**src/escd_pkg.sv**
```systemverilog
// escd_pkg: shared types, constants and calendar helpers for the epoch seconds
// to calendar date converter
// no dependencies
package escd_pkg;

    localparam int DEFAULT_SECONDS_BITS = 32;

    // result field widths
    localparam int YEAR_W  = 8;
    localparam int MONTH_W = 4;
    localparam int MDAY_W  = 5;
    localparam int HOUR_W  = 5;
    localparam int MIN_W   = 6;
    localparam int SEC_W   = 6;
    localparam int YDAY_W  = 9;
    localparam int WDAY_W  = 3;

    // time of day is below one day, so it fits in 17 bits
    localparam int TOD_W   = 17;
    localparam int SUBH_W  = 12;   // seconds within one hour
    localparam int EST_W   = 6;    // hour or minute estimate

    localparam logic [TOD_W-1:0]  SECS_PER_HOUR = 17'd3600;
    localparam logic [SUBH_W-1:0] SECS_PER_MIN  = 12'd60;

    // 86400 = 675 * 2^7: drop the low seven bits, then divide by 675
    localparam int                    DAY_LOW_BITS = 7;
    localparam int                    DAY_ODD_W    = 10;
    localparam logic [DAY_ODD_W-1:0]  DAY_ODD      = 10'd675;
    // floor(2^36 / 675), low by at most one for inputs up to 33 bits
    localparam int                    DAY_RECIP_W  = 27;
    localparam logic [DAY_RECIP_W-1:0] DAY_RECIP   = 27'd101806632;
    localparam int                    DAY_SHIFT    = 36;

    // reciprocals that never overestimate, so one correction step suffices
    localparam int HOUR_RECIP = 36;    // floor(2^17 / 3600)
    localparam int HOUR_SHIFT = 17;
    localparam int MIN_RECIP  = 68;    // floor(2^12 / 60)
    localparam int MIN_SHIFT  = 12;

    localparam logic [YDAY_W-1:0] DAYS_LEAP_YEAR   = 9'd366;
    localparam logic [YDAY_W-1:0] DAYS_COMMON_YEAR = 9'd365;

    // 1970 as year offset from 1900 and as residues mod 4, 100 and 400
    localparam logic [YEAR_W-1:0] START_YEAR_OFS = 8'd70;
    localparam logic [1:0]        START_MOD4     = 2'd2;
    localparam logic [6:0]        START_MOD100   = 7'd70;
    localparam logic [8:0]        START_MOD400   = 9'd370;

    localparam logic [MONTH_W-1:0] LAST_MONTH = 4'd11;
    localparam logic [WDAY_W-1:0]  EPOCH_WDAY = 3'd4;   // thursday

    typedef enum logic [3:0] {
        ST_IDLE,
        ST_DAY_EST,
        ST_DAY_FIX,
        ST_HOUR_EST,
        ST_HOUR_FIX,
        ST_MIN_EST,
        ST_MIN_FIX,
        ST_YEAR,
        ST_MONTH,
        ST_DONE
    } t_state;

    typedef struct packed {
        logic load;
        logic day_est;
        logic day_fix;
        logic hour_est;
        logic hour_fix;
        logic min_est;
        logic min_fix;
        logic year_step;
        logic month_step;
        logic out_load;
    } t_dp_cmd;

    typedef struct packed {
        logic year_done;
        logic month_done;
    } t_dp_status;

    function automatic logic [4:0] month_days(input logic leap, input logic [MONTH_W-1:0] mon);
        logic [4:0] d;
        unique case (mon)
            4'd1:                      d = leap ? 5'd29 : 5'd28;
            4'd3, 4'd5, 4'd8, 4'd10:   d = 5'd30;
            default:                   d = 5'd31;
        endcase
        return d;
    endfunction

endpackage

```
**src/epoch_seconds_to_calendar_date.sv**
```systemverilog
// epoch_seconds_to_calendar_date: top level of the unix time to utc date converter
// ties escd_ctrl to escd_datapath; uses escd_pkg
//
// Converts an unsigned count of seconds since 1970-01-01 00:00:00 UTC into the
// broken-down calendar time. One beat is in flight at a time: after acceptance
// the day count is split off (the low seven bits are dropped and the rest is
// divided by 675 with a reciprocal multiply and one correction), then the time
// of day is split into hours, then minutes and seconds, each by an estimate and
// a correction; the year walk then takes off one whole year since 1970 per cycle
// and the month walk one month per cycle, and the result is loaded once the
// output register is free. The next beat can be accepted in the cycle after the
// result is loaded. The finished result sits in an output register, so the next
// beat is taken while it waits to be collected. Only the low SECONDS_BITS bits
// of the input are used; the year field holds year - 1900 modulo 256.
module epoch_seconds_to_calendar_date #(
    parameter int SECONDS_BITS = escd_pkg::DEFAULT_SECONDS_BITS
) (
    input  logic                               i_clk,
    input  logic                               i_rst_n,
    input  logic                               i_valid,
    output logic                               o_ready,
    input  logic [SECONDS_BITS-1:0]            i_epoch_seconds,
    output logic                               o_valid,
    input  logic                               i_ready,
    output logic [escd_pkg::YEAR_W-1:0]        o_year_since_1900,
    output logic [escd_pkg::MONTH_W-1:0]       o_month_index,
    output logic [escd_pkg::MDAY_W-1:0]        o_day_of_month,
    output logic [escd_pkg::HOUR_W-1:0]        o_hour_of_day,
    output logic [escd_pkg::MIN_W-1:0]         o_minute_of_hour,
    output logic [escd_pkg::SEC_W-1:0]         o_second_of_minute,
    output logic [escd_pkg::YDAY_W-1:0]        o_day_of_year,
    output logic [escd_pkg::WDAY_W-1:0]        o_weekday
);
    import escd_pkg::*;

    t_dp_cmd    cmd;
    t_dp_status status;

    escd_ctrl u_ctrl (
        .i_clk    (i_clk),
        .i_rst_n  (i_rst_n),
        .i_valid  (i_valid),
        .o_ready  (o_ready),
        .o_valid  (o_valid),
        .i_ready  (i_ready),
        .i_status (status),
        .o_cmd    (cmd)
    );

    escd_datapath #(
        .SECONDS_BITS(SECONDS_BITS)
    ) u_datapath (
        .i_clk              (i_clk),
        .i_cmd              (cmd),
        .o_status           (status),
        .i_epoch_seconds    (i_epoch_seconds),
        .o_year_since_1900  (o_year_since_1900),
        .o_month_index      (o_month_index),
        .o_day_of_month     (o_day_of_month),
        .o_hour_of_day      (o_hour_of_day),
        .o_minute_of_hour   (o_minute_of_hour),
        .o_second_of_minute (o_second_of_minute),
        .o_day_of_year      (o_day_of_year),
        .o_weekday          (o_weekday)
    );

endmodule

```
**src/escd_ctrl.sv**
```systemverilog
// escd_ctrl: sequencer for the epoch seconds converter
// drives the datapath commands and owns both channel handshakes; uses escd_pkg
module escd_ctrl (
    input  logic                 i_clk,
    input  logic                 i_rst_n,
    input  logic                 i_valid,
    output logic                 o_ready,
    output logic                 o_valid,
    input  logic                 i_ready,
    input  escd_pkg::t_dp_status i_status,
    output escd_pkg::t_dp_cmd    o_cmd
);
    import escd_pkg::*;

    t_state             r_state, n_state;
    logic               r_out_valid, n_out_valid;

    // next state
    always_comb begin
        n_state = r_state;
        unique case (r_state)
            ST_IDLE:     if (i_valid) n_state = ST_DAY_EST;
            ST_DAY_EST:  n_state = ST_DAY_FIX;
            ST_DAY_FIX:  n_state = ST_HOUR_EST;
            ST_HOUR_EST: n_state = ST_HOUR_FIX;
            ST_HOUR_FIX: n_state = ST_MIN_EST;
            ST_MIN_EST:  n_state = ST_MIN_FIX;
            ST_MIN_FIX:  n_state = ST_YEAR;
            ST_YEAR:     if (i_status.year_done) n_state = ST_MONTH;
            ST_MONTH:    if (i_status.month_done) n_state = ST_DONE;
            ST_DONE:     if (!r_out_valid || i_ready) n_state = ST_IDLE;
            default:     n_state = ST_IDLE;
        endcase
    end

    // outputs
    always_comb begin
        o_cmd = '0;
        unique case (r_state)
            ST_IDLE:     o_cmd.load       = i_valid;
            ST_DAY_EST:  o_cmd.day_est    = 1'b1;
            ST_DAY_FIX:  o_cmd.day_fix    = 1'b1;
            ST_HOUR_EST: o_cmd.hour_est   = 1'b1;
            ST_HOUR_FIX: o_cmd.hour_fix   = 1'b1;
            ST_MIN_EST:  o_cmd.min_est    = 1'b1;
            ST_MIN_FIX:  o_cmd.min_fix    = 1'b1;
            ST_YEAR:     o_cmd.year_step  = 1'b1;
            ST_MONTH:    o_cmd.month_step = 1'b1;
            ST_DONE:     o_cmd.out_load   = !r_out_valid || i_ready;
            default:     o_cmd = '0;
        endcase
    end

    always_comb begin
        if (o_cmd.out_load) begin
            n_out_valid = 1'b1;
        end else if (i_ready) begin
            n_out_valid = 1'b0;
        end else begin
            n_out_valid = r_out_valid;
        end
    end

    assign o_ready = (r_state == ST_IDLE);
    assign o_valid = r_out_valid;

    always_ff @(posedge i_clk) begin
        if (!i_rst_n) begin
            r_state     <= ST_IDLE;
            r_out_valid <= 1'b0;
        end else begin
            r_state     <= n_state;
            r_out_valid <= n_out_valid;
        end
    end

endmodule

```
**src/escd_datapath.sv**
```systemverilog
// escd_datapath: reciprocal split of the day count and the time of day, year
// and month subtraction walk and result registers; uses escd_pkg
module escd_datapath #(
    parameter int SECONDS_BITS = escd_pkg::DEFAULT_SECONDS_BITS
) (
    input  logic                               i_clk,
    input  escd_pkg::t_dp_cmd                  i_cmd,
    output escd_pkg::t_dp_status               o_status,
    input  logic [SECONDS_BITS-1:0]            i_epoch_seconds,
    output logic [escd_pkg::YEAR_W-1:0]        o_year_since_1900,
    output logic [escd_pkg::MONTH_W-1:0]       o_month_index,
    output logic [escd_pkg::MDAY_W-1:0]        o_day_of_month,
    output logic [escd_pkg::HOUR_W-1:0]        o_hour_of_day,
    output logic [escd_pkg::MIN_W-1:0]         o_minute_of_hour,
    output logic [escd_pkg::SEC_W-1:0]         o_second_of_minute,
    output logic [escd_pkg::YDAY_W-1:0]        o_day_of_year,
    output logic [escd_pkg::WDAY_W-1:0]        o_weekday
);
    import escd_pkg::*;

    // 86400 exceeds 2^16, so the day count needs 16 fewer bits than the input
    localparam int DAYS_W = SECONDS_BITS - 16;
    localparam int XW     = SECONDS_BITS - DAY_LOW_BITS;
    localparam int DPW    = XW + DAY_RECIP_W;
    // octal digits of the day count, their sum stays below 64
    localparam int OCT_N  = (DAYS_W + 2) / 3;

    logic [XW-1:0]           r_x;
    logic [DAY_LOW_BITS-1:0] r_lo;
    logic [TOD_W-1:0]        r_tod;
    logic [DAYS_W-1:0]       r_days;
    logic [2:0]              r_w7;
    logic [EST_W-1:0]        r_est;
    logic [HOUR_W-1:0]       r_hour;
    logic [SUBH_W-1:0]       r_subh;
    logic [MIN_W-1:0]        r_min;
    logic [SEC_W-1:0]        r_sec;
    logic [YEAR_W-1:0]       r_yofs;
    logic [1:0]              r_m4;
    logic [6:0]              r_m100;
    logic [8:0]              r_m400;
    logic [YDAY_W-1:0]       r_yday;
    logic [MONTH_W-1:0]      r_mon;

    // day count split
    logic [DPW-1:0]          dprod_est;
    logic [XW-1:0]           dprod;
    logic [XW-1:0]           ddiff;
    logic [DAY_ODD_W:0]      drem;

    // day count mod 7, since 8 is 1 mod 7 the octal digits are summed
    logic [3*OCT_N-1:0]      days_oct;
    logic [5:0]              oct_sum;
    logic [3:0]              oct_fold;
    logic [3:0]              oct_fold2;
    logic [2:0]              days_mod7;

    // time of day split
    logic [TOD_W+5:0]        hprod;
    logic [TOD_W-1:0]        hrem;
    logic [SUBH_W+6:0]       mprod;
    logic [SUBH_W-1:0]       mrem;

    // walk
    logic                    leap;
    logic [YDAY_W-1:0]       ylen;
    logic                    take_year;
    logic [4:0]              mlen;
    logic                    take_month;
    logic [3:0]              wsum;

    assign dprod_est = DPW'(r_x) * DPW'(DAY_RECIP);
    assign dprod     = XW'(r_days) * XW'(DAY_ODD);
    assign ddiff     = r_x - dprod;
    assign drem      = ddiff[DAY_ODD_W:0];

    assign days_oct = (3*OCT_N)'(r_days);

    always_comb begin
        oct_sum = '0;
        for (int k = 0; k < OCT_N; k++) begin
            oct_sum = oct_sum + {3'b0, days_oct[3*k +: 3]};
        end
    end

    assign oct_fold  = {1'b0, oct_sum[5:3]} + {1'b0, oct_sum[2:0]};
    assign oct_fold2 = {3'b0, oct_fold[3]} + {1'b0, oct_fold[2:0]};
    assign days_mod7 = (oct_fold2 >= 4'd7) ? 3'(oct_fold2 - 4'd7) : oct_fold2[2:0];

    assign hprod = (TOD_W+6)'(r_tod) * (TOD_W+6)'(HOUR_RECIP);
    assign hrem  = r_tod - TOD_W'(r_est) * SECS_PER_HOUR;
    assign mprod = (SUBH_W+7)'(r_subh) * (SUBH_W+7)'(MIN_RECIP);
    assign mrem  = r_subh - SUBH_W'(r_est) * SECS_PER_MIN;

    assign leap       = ((r_m4 == 2'd0) && (r_m100 != 7'd0)) || (r_m400 == 9'd0);
    assign ylen       = leap ? DAYS_LEAP_YEAR : DAYS_COMMON_YEAR;
    assign take_year  = (r_days >= DAYS_W'(ylen));
    assign mlen       = month_days(leap, r_mon);
    assign take_month = (r_mon != LAST_MONTH) && (r_days >= DAYS_W'(mlen));

    assign o_status.year_done  = !take_year;
    assign o_status.month_done = !take_month;

    assign wsum = {1'b0, r_w7} + {1'b0, EPOCH_WDAY};

    always_ff @(posedge i_clk) begin
        if (i_cmd.load) begin
            r_x    <= i_epoch_seconds[SECONDS_BITS-1:DAY_LOW_BITS];
            r_lo   <= i_epoch_seconds[DAY_LOW_BITS-1:0];
            r_yofs <= START_YEAR_OFS;
            r_m4   <= START_MOD4;
            r_m100 <= START_MOD100;
            r_m400 <= START_MOD400;
            r_mon  <= '0;
        end
        if (i_cmd.day_est) begin
            r_days <= dprod_est[DAY_SHIFT +: DAYS_W];
        end
        // estimate is low by at most one day
        if (i_cmd.day_fix) begin
            if (drem >= {1'b0, DAY_ODD}) begin
                r_days <= r_days + 1'b1;
                r_tod  <= {DAY_ODD_W'(drem - {1'b0, DAY_ODD}), r_lo};
            end else begin
                r_tod  <= {drem[DAY_ODD_W-1:0], r_lo};
            end
        end
        if (i_cmd.hour_est) begin
            r_est <= hprod[HOUR_SHIFT +: EST_W];
            r_w7  <= days_mod7;
        end
        if (i_cmd.hour_fix) begin
            if (hrem >= SECS_PER_HOUR) begin
                r_hour <= HOUR_W'(r_est) + 1'b1;
                r_subh <= SUBH_W'(hrem - SECS_PER_HOUR);
            end else begin
                r_hour <= HOUR_W'(r_est);
                r_subh <= hrem[SUBH_W-1:0];
            end
        end
        if (i_cmd.min_est) begin
            r_est <= mprod[MIN_SHIFT +: EST_W];
        end
        if (i_cmd.min_fix) begin
            if (mrem >= SECS_PER_MIN) begin
                r_min <= r_est + 1'b1;
                r_sec <= SEC_W'(mrem - SECS_PER_MIN);
            end else begin
                r_min <= r_est;
                r_sec <= mrem[SEC_W-1:0];
            end
        end
        if (i_cmd.year_step) begin
            if (take_year) begin
                r_days <= r_days - DAYS_W'(ylen);
                r_yofs <= r_yofs + 1'b1;
                r_m4   <= r_m4 + 1'b1;
                r_m100 <= (r_m100 == 7'd99)  ? 7'd0 : r_m100 + 1'b1;
                r_m400 <= (r_m400 == 9'd399) ? 9'd0 : r_m400 + 1'b1;
            end else begin
                r_yday <= r_days[YDAY_W-1:0];
            end
        end
        if (i_cmd.month_step && take_month) begin
            r_days <= r_days - DAYS_W'(mlen);
            r_mon  <= r_mon + 1'b1;
        end
        if (i_cmd.out_load) begin
            o_year_since_1900  <= r_yofs;
            o_month_index      <= r_mon;
            o_day_of_month     <= r_days[MDAY_W-1:0] + 1'b1;
            o_hour_of_day      <= r_hour;
            o_minute_of_hour   <= r_min;
            o_second_of_minute <= r_sec;
            o_day_of_year      <= r_yday;
            o_weekday          <= (wsum >= 4'd7) ? WDAY_W'(wsum - 4'd7) : wsum[WDAY_W-1:0];
        end
    end

endmodule

```
**config.mk**
```make
export PLATFORM = sky130hd
export DESIGN_NAME = epoch_seconds_to_calendar_date
export DESIGN_NICKNAME = d
export VERILOG_FILES = /design/src/escd_pkg.sv /design/src/epoch_seconds_to_calendar_date.sv /design/src/escd_ctrl.sv /design/src/escd_datapath.sv
export SDC_FILE = /design/constraint.sdc
export NUM_CORES = 1
export LEC_CHECK = 0
export ABC_CLOCK_PERIOD_IN_PS = 9450
export BUFFER_PORTS_ARGS = -buffer_cell sky130_fd_sc_hd__buf_4
export CORE_MARGIN = 3
export CORE_UTILIZATION = 26
export CTS_CLUSTER_DIAMETER = 200
export CTS_CLUSTER_SIZE = 14
export DETAILED_ROUTE_END_ITERATION = 12
export GPL_TIMING_DRIVEN = 0
export SYNTH_ARGS = -nofsm -noshare
export SYNTH_HDL_FRONTEND = slang
export SYNTH_SLANG_ARGS = --single-unit
```
**constraint.sdc**
```tcl
create_clock -name i_clk -period 9.45 [get_ports i_clk]
set_clock_uncertainty 0.05 [all_clocks]
set_input_delay 0.4725 -clock i_clk [delete_from_list [all_inputs] [get_ports i_clk]]
set_output_delay 0.4725 -clock i_clk [all_outputs]
set_load 0.01 [all_outputs]
```
==> results.yml, run 1 <==
setup_path:
  cp-start-kind: "register"
  r2r_slack_ns: 1.95
  cp_cell_sequence: "ha_1, ha_1, inv_1, fa_1, inv_1, fa_1, fa_1, fa_1, inv_1, fa_1, inv_1, ha_1, nand4_1, nor3_1, nand2_1, a2111oi_2, or2_1, clkbuf_1, a31oi_1, xnor2_1, a211oi_1, o21ai_0"
  max_stage_delay_ns: 0.92
  critical_path_class: "reg2reg"
  worstReg2RegStart: "u_datapath.r_x[3]"
  critical_path_arrival_ns: 7.81
  endpoint_kind: "register"
  crit_start: "u_datapath.r_x[3]"
  r2r_end: "u_datapath.r_days[4]"
  slowest_stage: "edfxtp_1"
  crit_required_ns: 9.76
  reg2reg_depth: 22
  crit_path_frequent_cell: "fa_1"
  worst-path-max-fanout: 14
cells_and_area:
  fillers: 8878
  utilization_pct: 29.6
  final_area_um2: 24900
  mostFrequentLayoutCell: "ha_1"
  final_cell_mix: "ha_1, inv_1, fa_1"
  syn_to_final_growth_pct: 12.3
  seqCellArea_um2: 5330
  drive_gt1_share_pct: 7.02
  nNetsFinal: 2956
  diodes: 0
  multi_input_area_um2: 15300
logic_synthesis:
  syn_nets: 2850
  synth_edf_count: 146
  synth_top_area_share_pct: 25.9
  synth_seq_cells: 193
  ys.flop_type: "edfxtp_1"
  syn_inst: 2160
  synth_cell_types: 90
  synth_area_um2: 22200
  async_flop_share_pct: 0
  synth_area_leaders: "ha_1, edfxtp_1, fa_1"
  synth_warnings: 0
  ys_seq_area_share_pct: 24.0
  synth_area_per_cell_um2: 10.3
  synth_top_area_cell: "ha_1"
route:
  wl_met1_um: 25700
  post-route-drc-count: 0
  vias_per_cell: 4.62
  top_layer_used: "met4"
  first_pass_iters: 5
  vias: 15800
  dr_wl_met3_um: 2490
  avgRoutedWirePerCell_um: 15.3
  drt-initial-drc-count: 1022
  ant_nets: 0
  wl_um: 52400
  route.met2.wl_um: 23400
global_route:
  grt_pass1_vias: 15900
  gr-total-overflow: 0
  grt_use_total_pct: 12.1
  grt_pass1_wl_um: 85800
  grt_antenna_before_repair: 0
  grt_max_degree: 29
cts:
  cts_made_buffers: 17
  hold_buffers: 0
  post-cts-setup-buffer-count: 0
  clock_sink_count: 193
  tritoncts: "done"
  clk_path_buf_depth: 2
  insertion_delay_ns: 0.49
  htree_levels: 4
  clkTransAtPathRegs_ns: 0.10
  root_buffer: "clkbuf_16"
  cts_resized: 0
hold_path:
  min_to: "u_datapath.r_x[8]"
  hold_class: "in2reg"
  hp-start: "i_epoch_seconds[15]"
  hold_depth: 1
status:
  violations: "max-capacitance violations"
  outcome: "finished, violations left"
sta:
  fin_crit_sh_pct: 79.3
  slew_headroom_pct: 1.16
  min_period_ns: 7.50
  finalHoldViolCount: 0
  drv_slew: 0
  fmax_mhz: 133
  worstMarginPinSlew_ns: 1.47
  tns_ns: 0
  finalSetupViolCount: 0
  fin_ws_ns: 1.95
  rsz0062_at_grt: "false"
floorplanning:
  dieArea_um2: 88900
  start_util_pct: 26.4
  coreArea_um2: 84100
  fp-row-count: 106
  die_w_um: 298
  die_h_um: 298
  pin_count: 84
place:
  placed_area_um2: 24300
  place_congestion: 0.892
  io_buffers: 83
  dp_hpwl_um: 41500
  pre_cts_slack_ns: 1.93
job:
  cap_violations: 1
-- layer usage --
metal / global-route usage [%] / up-vias
li1: - / 7790
met1: 17.1 / 7559
met2: 19.4 / 346
met3: 2.03 / 56
met4: 2.77 / 0
met5: 0 / -
-- state kept, by name, indices dropped and copies added (netlist names), 8 cells and up --
signal / flops
u_datapath.o_day_of_year: 9
u_datapath.r_days: 16
u_datapath.r_yday: 9
u_datapath.r_yofs: 8
u_datapath.o_year_since_1900: 8
u_datapath.r_subh: 12
u_datapath.r_x: 25
u_datapath.r_m400: 9
u_datapath.r_tod: 17
-- cells in the mapped netlist (all sizes together), types with 5 or more instances --
cell type and instances:
a31oi 26, or3 12, a21boi 5, mux2i 10
dfxtp 47, clkbuf 26, nor2 109, o21a 16
o22ai 9, a31o 6, a211o 6, xnor2 57
a21o 38, a211oi 13, o311ai 7, edfxtp 146
nor3 32, a21oi 93, and3 15, inv 369
nor4 11, o211ai 11, nand2 86, or2 10
o31a 6, o31ai 10, ha 460, o41ai 5
buf 15, nor2b 12, nor3b 6, and2 7
fa 194, o2bb2ai 5, nand4 25, o221ai 6
xor2 43, o21ai 82, nand3 42, nand2b 12
-- worst max-delay path by stage --
stage / end / slack [ns] / cells after the start
after floorplan: u_datapath.r_days[10] / 3.07 / 21
after global placement: u_datapath.r_days[7] / 1.69 / 21
after detailed placement: u_datapath.r_days[15] / 1.93 / 21
after CTS: u_datapath.r_days[15] / 1.86 / 21
after global routing: u_datapath.r_days[15] / 1.48 / 21
final: u_datapath.r_days[4] / 1.95 / 22
-- per-stage QoR --
| stage | hold WS (ns) | std cells |
|---|---|---|
| final | 0.0966 | 3413 |
| after CTS | 0.0543 | 3413 |
| after global placement | 0.353 | 3377 |
| after detailed placement | 0.355 | 3381 |
| after floorplan | 0.350 | 2160 |
| after global routing | 0.0680 | 3413 |
-- critical path: cells and delay by family, from the launching register on --
kind	cells	cell delay (ns)
AOI/OAI and AO/OA	4	1.35
and+or+nand+nor	4	0.81
xor gates and xnor gates	1	0.17
adders and majority gates	8	3.59
buffers and inverters	5	0.47
DFF	1	0.92
-- kinds of logic (layout without fill, tap and decap cells) --
group	after synthesis	after routing	share of synthesized area (%)
fa+ha+maj	654	654	43.5
buf+inv	410	529	7.00
compound gates	397	397	12.1
simple gates	392	392	8.79
flops	193	193	24.0
xor+xnor	101	101	4.06
mux	13	13	0.604
-- area by class of cell --
class	instances	area share [%]
inverters	369	5.56
clock inverters	15	0.723
flip-flops and latches	193	21.4
repair buffers	87	2.75
well taps	1134	5.70
multi-input cells	1557	61.5
clock buffers	17	1.71
plain buffers	41	0.673
Power of run 1 is left out: the tool's default activity adds up to more than one toggle a clock period on the data nets, which glitch-free logic cannot reach.
==> run 2: changes to the inputs <==
--- a/config.mk
+++ b/config.mk
@@ -5,7 +5,7 @@
 export SDC_FILE = /design/constraint.sdc
 export NUM_CORES = 1
 export LEC_CHECK = 0
-export ABC_CLOCK_PERIOD_IN_PS = 9450
+export ABC_CLOCK_PERIOD_IN_PS = 6050
 export BUFFER_PORTS_ARGS = -buffer_cell sky130_fd_sc_hd__buf_4
 export CORE_MARGIN = 3
 export CORE_UTILIZATION = 26
==> constraint.sdc (replaced) <==
create_clock -name i_clk -period 6.05 [get_ports i_clk]
set_clock_uncertainty 0.05 [all_clocks]
set_input_delay 0.3025 -clock i_clk [delete_from_list [all_inputs] [get_ports i_clk]]
set_output_delay 0.3025 -clock i_clk [all_outputs]
set_load 0.01 [all_outputs]
==> run 2 against run 1 <==
The run ends with negative setup slack left. Worst hold slack got worse by 0.029 ns. Register-to-register slack got worse by 2.4 ns. Critical path type unchanged. Count of clock-buffer cells in the layout unchanged.
==> results.yml, run 2 (synthesized netlist as in run 1, its figures left out) <==
status:
  outcome: "finished, violations left"
  violations: "negative setup slack"
sta:
  fmax_mhz: 154
  worstMarginPinSlew_ns: 1.14
  min_period_ns: 6.48
  slew_headroom_pct: 23.7
  rsz0062_at_grt: "true"
  finalHoldViolCount: 0
  whs_ns: 0.0675
  fin_ws_ns: -0.430
  fin_crit_sh_pct: 107
  drv_slew: 0
  finalSetupViolCount: 15
cts:
  clock_sink_count: 193
  clkTransAtPathRegs_ns: 0.09
  tritoncts: "done"
  clk_path_buf_depth: 2
  root_buffer: "clkbuf_16"
  insertion_delay_ns: 0.50
  htree_levels: 4
  cts_made_buffers: 17
floorplanning:
  start_util_pct: 26.4
  dieArea_um2: 88900
  die_w_um: 298
  coreArea_um2: 84100
  die_h_um: 298
  fp-row-count: 106
  pin_count: 84
setup_path:
  endpoint_kind: "register"
  critical_path_arrival_ns: 6.82
  cp-start-kind: "register"
  worst-path-max-fanout: 6
  slowest_stage: "fa_1"
  critical_path_class: "reg2reg"
  cp_cell_sequence: "buf_12, fa_2, ha_4, inv_2, fa_1, inv_2, fa_1, fa_2, fa_1, inv_2, fa_1, inv_2, ha_4, a21o_1, a31oi_1, o211ai_1, o31a_1, buf_4, o31ai_4, nor2_1, or3_1, a32o_1, a2111o_1"
  crit_required_ns: 6.39
  reg2reg_depth: 23
  max_stage_delay_ns: 0.55
  crit_start: "u_datapath.r_x[13]"
  worstReg2RegStart: "u_datapath.r_x[13]"
  critPathCapture: "u_datapath.r_days[10]"
  r2r_end: "u_datapath.r_days[10]"
  r2r_slack_ns: -0.43
cells_and_area:
  final_cell_mix: "ha_1, inv_1, fa_1"
  syn_to_final_growth_pct: 20.9
  fin_cells: 3554
  largest_register_ffs: 25
  biggestRegsByFlops: "u_datapath.r_x: 25 flops, u_datapath.r_tod: 17 flops, u_datapath.r_days: 16 flops"
  diodes: 0
  mostFrequentLayoutCell: "ha_1"
  drive_gt1_share_pct: 14.8
  multi_input_area_um2: 15900
  seqCellArea_um2: 5330
  fillers: 8626
  final_area_um2: 26800
  nNetsFinal: 3097
  largest-register: "u_datapath.r_x"
global_route:
  gr-total-overflow: 0
  grt_antenna_before_repair: 2
  grt_max_degree: 37
  grt_pass1_wl_um: 89300
  grt_pass1_vias: 16500
  grt_use_total_pct: 12.9
hold_path:
  hold_class: "in2reg"
job:
  cap_violations: 0
place:
  dp_hpwl_um: 43100
  dp_cells: 3381
  io_buffers: 83
  placed_area_um2: 24400
  place_congestion: 0.912
  pre_cts_slack_ns: -1.25
route:
  drt-initial-drc-count: 814
  first_pass_iters: 5
  ant_nets: 0
  vias: 16400
  avgRoutedWirePerCell_um: 15.9
  vias_per_cell: 4.61
  post-route-drc-count: 0
  wl_um: 56500
## run 2: cell types whose count changed in the layout (fill, tap and decap cells not counted), moves of 5 or more
| cell | before | now |
|---|---|---|
| o21ai_0 | 76 | 68 |
| fa_1 | 194 | 180 |
| inv_2 | 1 | 7 |
| dlygate4sd3_1 | 0 | 33 |
| a21oi_1 | 93 | 82 |
| ha_4 | 0 | 15 |
| inv_1 | 368 | 362 |
| buf_12 | 2 | 10 |
| fa_2 | 0 | 14 |
| ha_1 | 460 | 442 |
| buf_4 | 83 | 172 |
| buf_6 | 1 | 11 |
| a21oi_2 | 0 | 10 |
| o21ai_1 | 5 | 10 |
## run 2: what timing repair did
action,in CTS,in global routing
endpoints found under the hold margin,33,0
setup buffers,98,11
pin swaps,43,55
hold buffers,33,0
endpoints found under the setup margin,16,18
gates resized for setup,61,50
## run 2: through the flow
stage | utilization (%) | TNS, ns
after detailed placement | 29.0 | -14.31
after global routing | 31.9 | -7.72
final | 31.9 | -4.01
after CTS | 31.5 | -3.21
after floorplan | - | -0.0474
after global placement | 28.9 | -13.72
## run 2: worst max-delay path, delay by kind of cell (launching register included)
| family | cells | cell delay [ns] |
|---|---|---|
| DFF | 1 | 0.42 |
| buffers and inverters | 6 | 0.51 |
| adders and majority gates | 8 | 3.47 |
| and+or+nand+nor | 2 | 0.36 |
| AOI/OAI and AO/OA | 7 | 1.55 |
## run 2: area by class of cell
type | count | share of cell area [%]
Clock buffer | 17 | 1.59
Buffer | 40 | 0.658
Timing Repair Buffer | 229 | 7.48
Inverter | 369 | 5.17
Multi-Input combinational cell | 1557 | 59.3
Sequential cell | 193 | 19.9
Tap cell | 1134 | 5.29
Clock inverter | 15 | 0.602
## run 2: routing by layer
layer | up-vias | global-route usage (%) | part of all wire (%)
li1 | 8065 | - | -
met1 | 7861 | 16.9 | 46
met2 | 386 | 21.7 | 47
met3 | 58 | 2.35 | 4.7
met4 | 0 | 3.47 | 2.1
met5 | - | 0 | 0
## run 2: worst min path at each step
stage | depth (start not counted) | endpoint | from | slack, ns
after detailed placement | 0 | u_datapath.o_day_of_year[4] | u_datapath.r_yday[4] | 0.35
after floorplan | 0 | u_datapath.o_day_of_year[0] | u_datapath.r_yday[0] | 0.35
after CTS | 3 | u_ctrl.o_valid | i_ready | 0.03
final | 3 | u_ctrl.o_valid | i_ready | 0.07
after global placement | 0 | u_datapath.o_hour_of_day[2] | u_datapath.r_hour[2] | 0.35
after global routing | 3 | u_ctrl.o_valid | i_ready | 0.06
Power of run 2 is left out for the same reason.
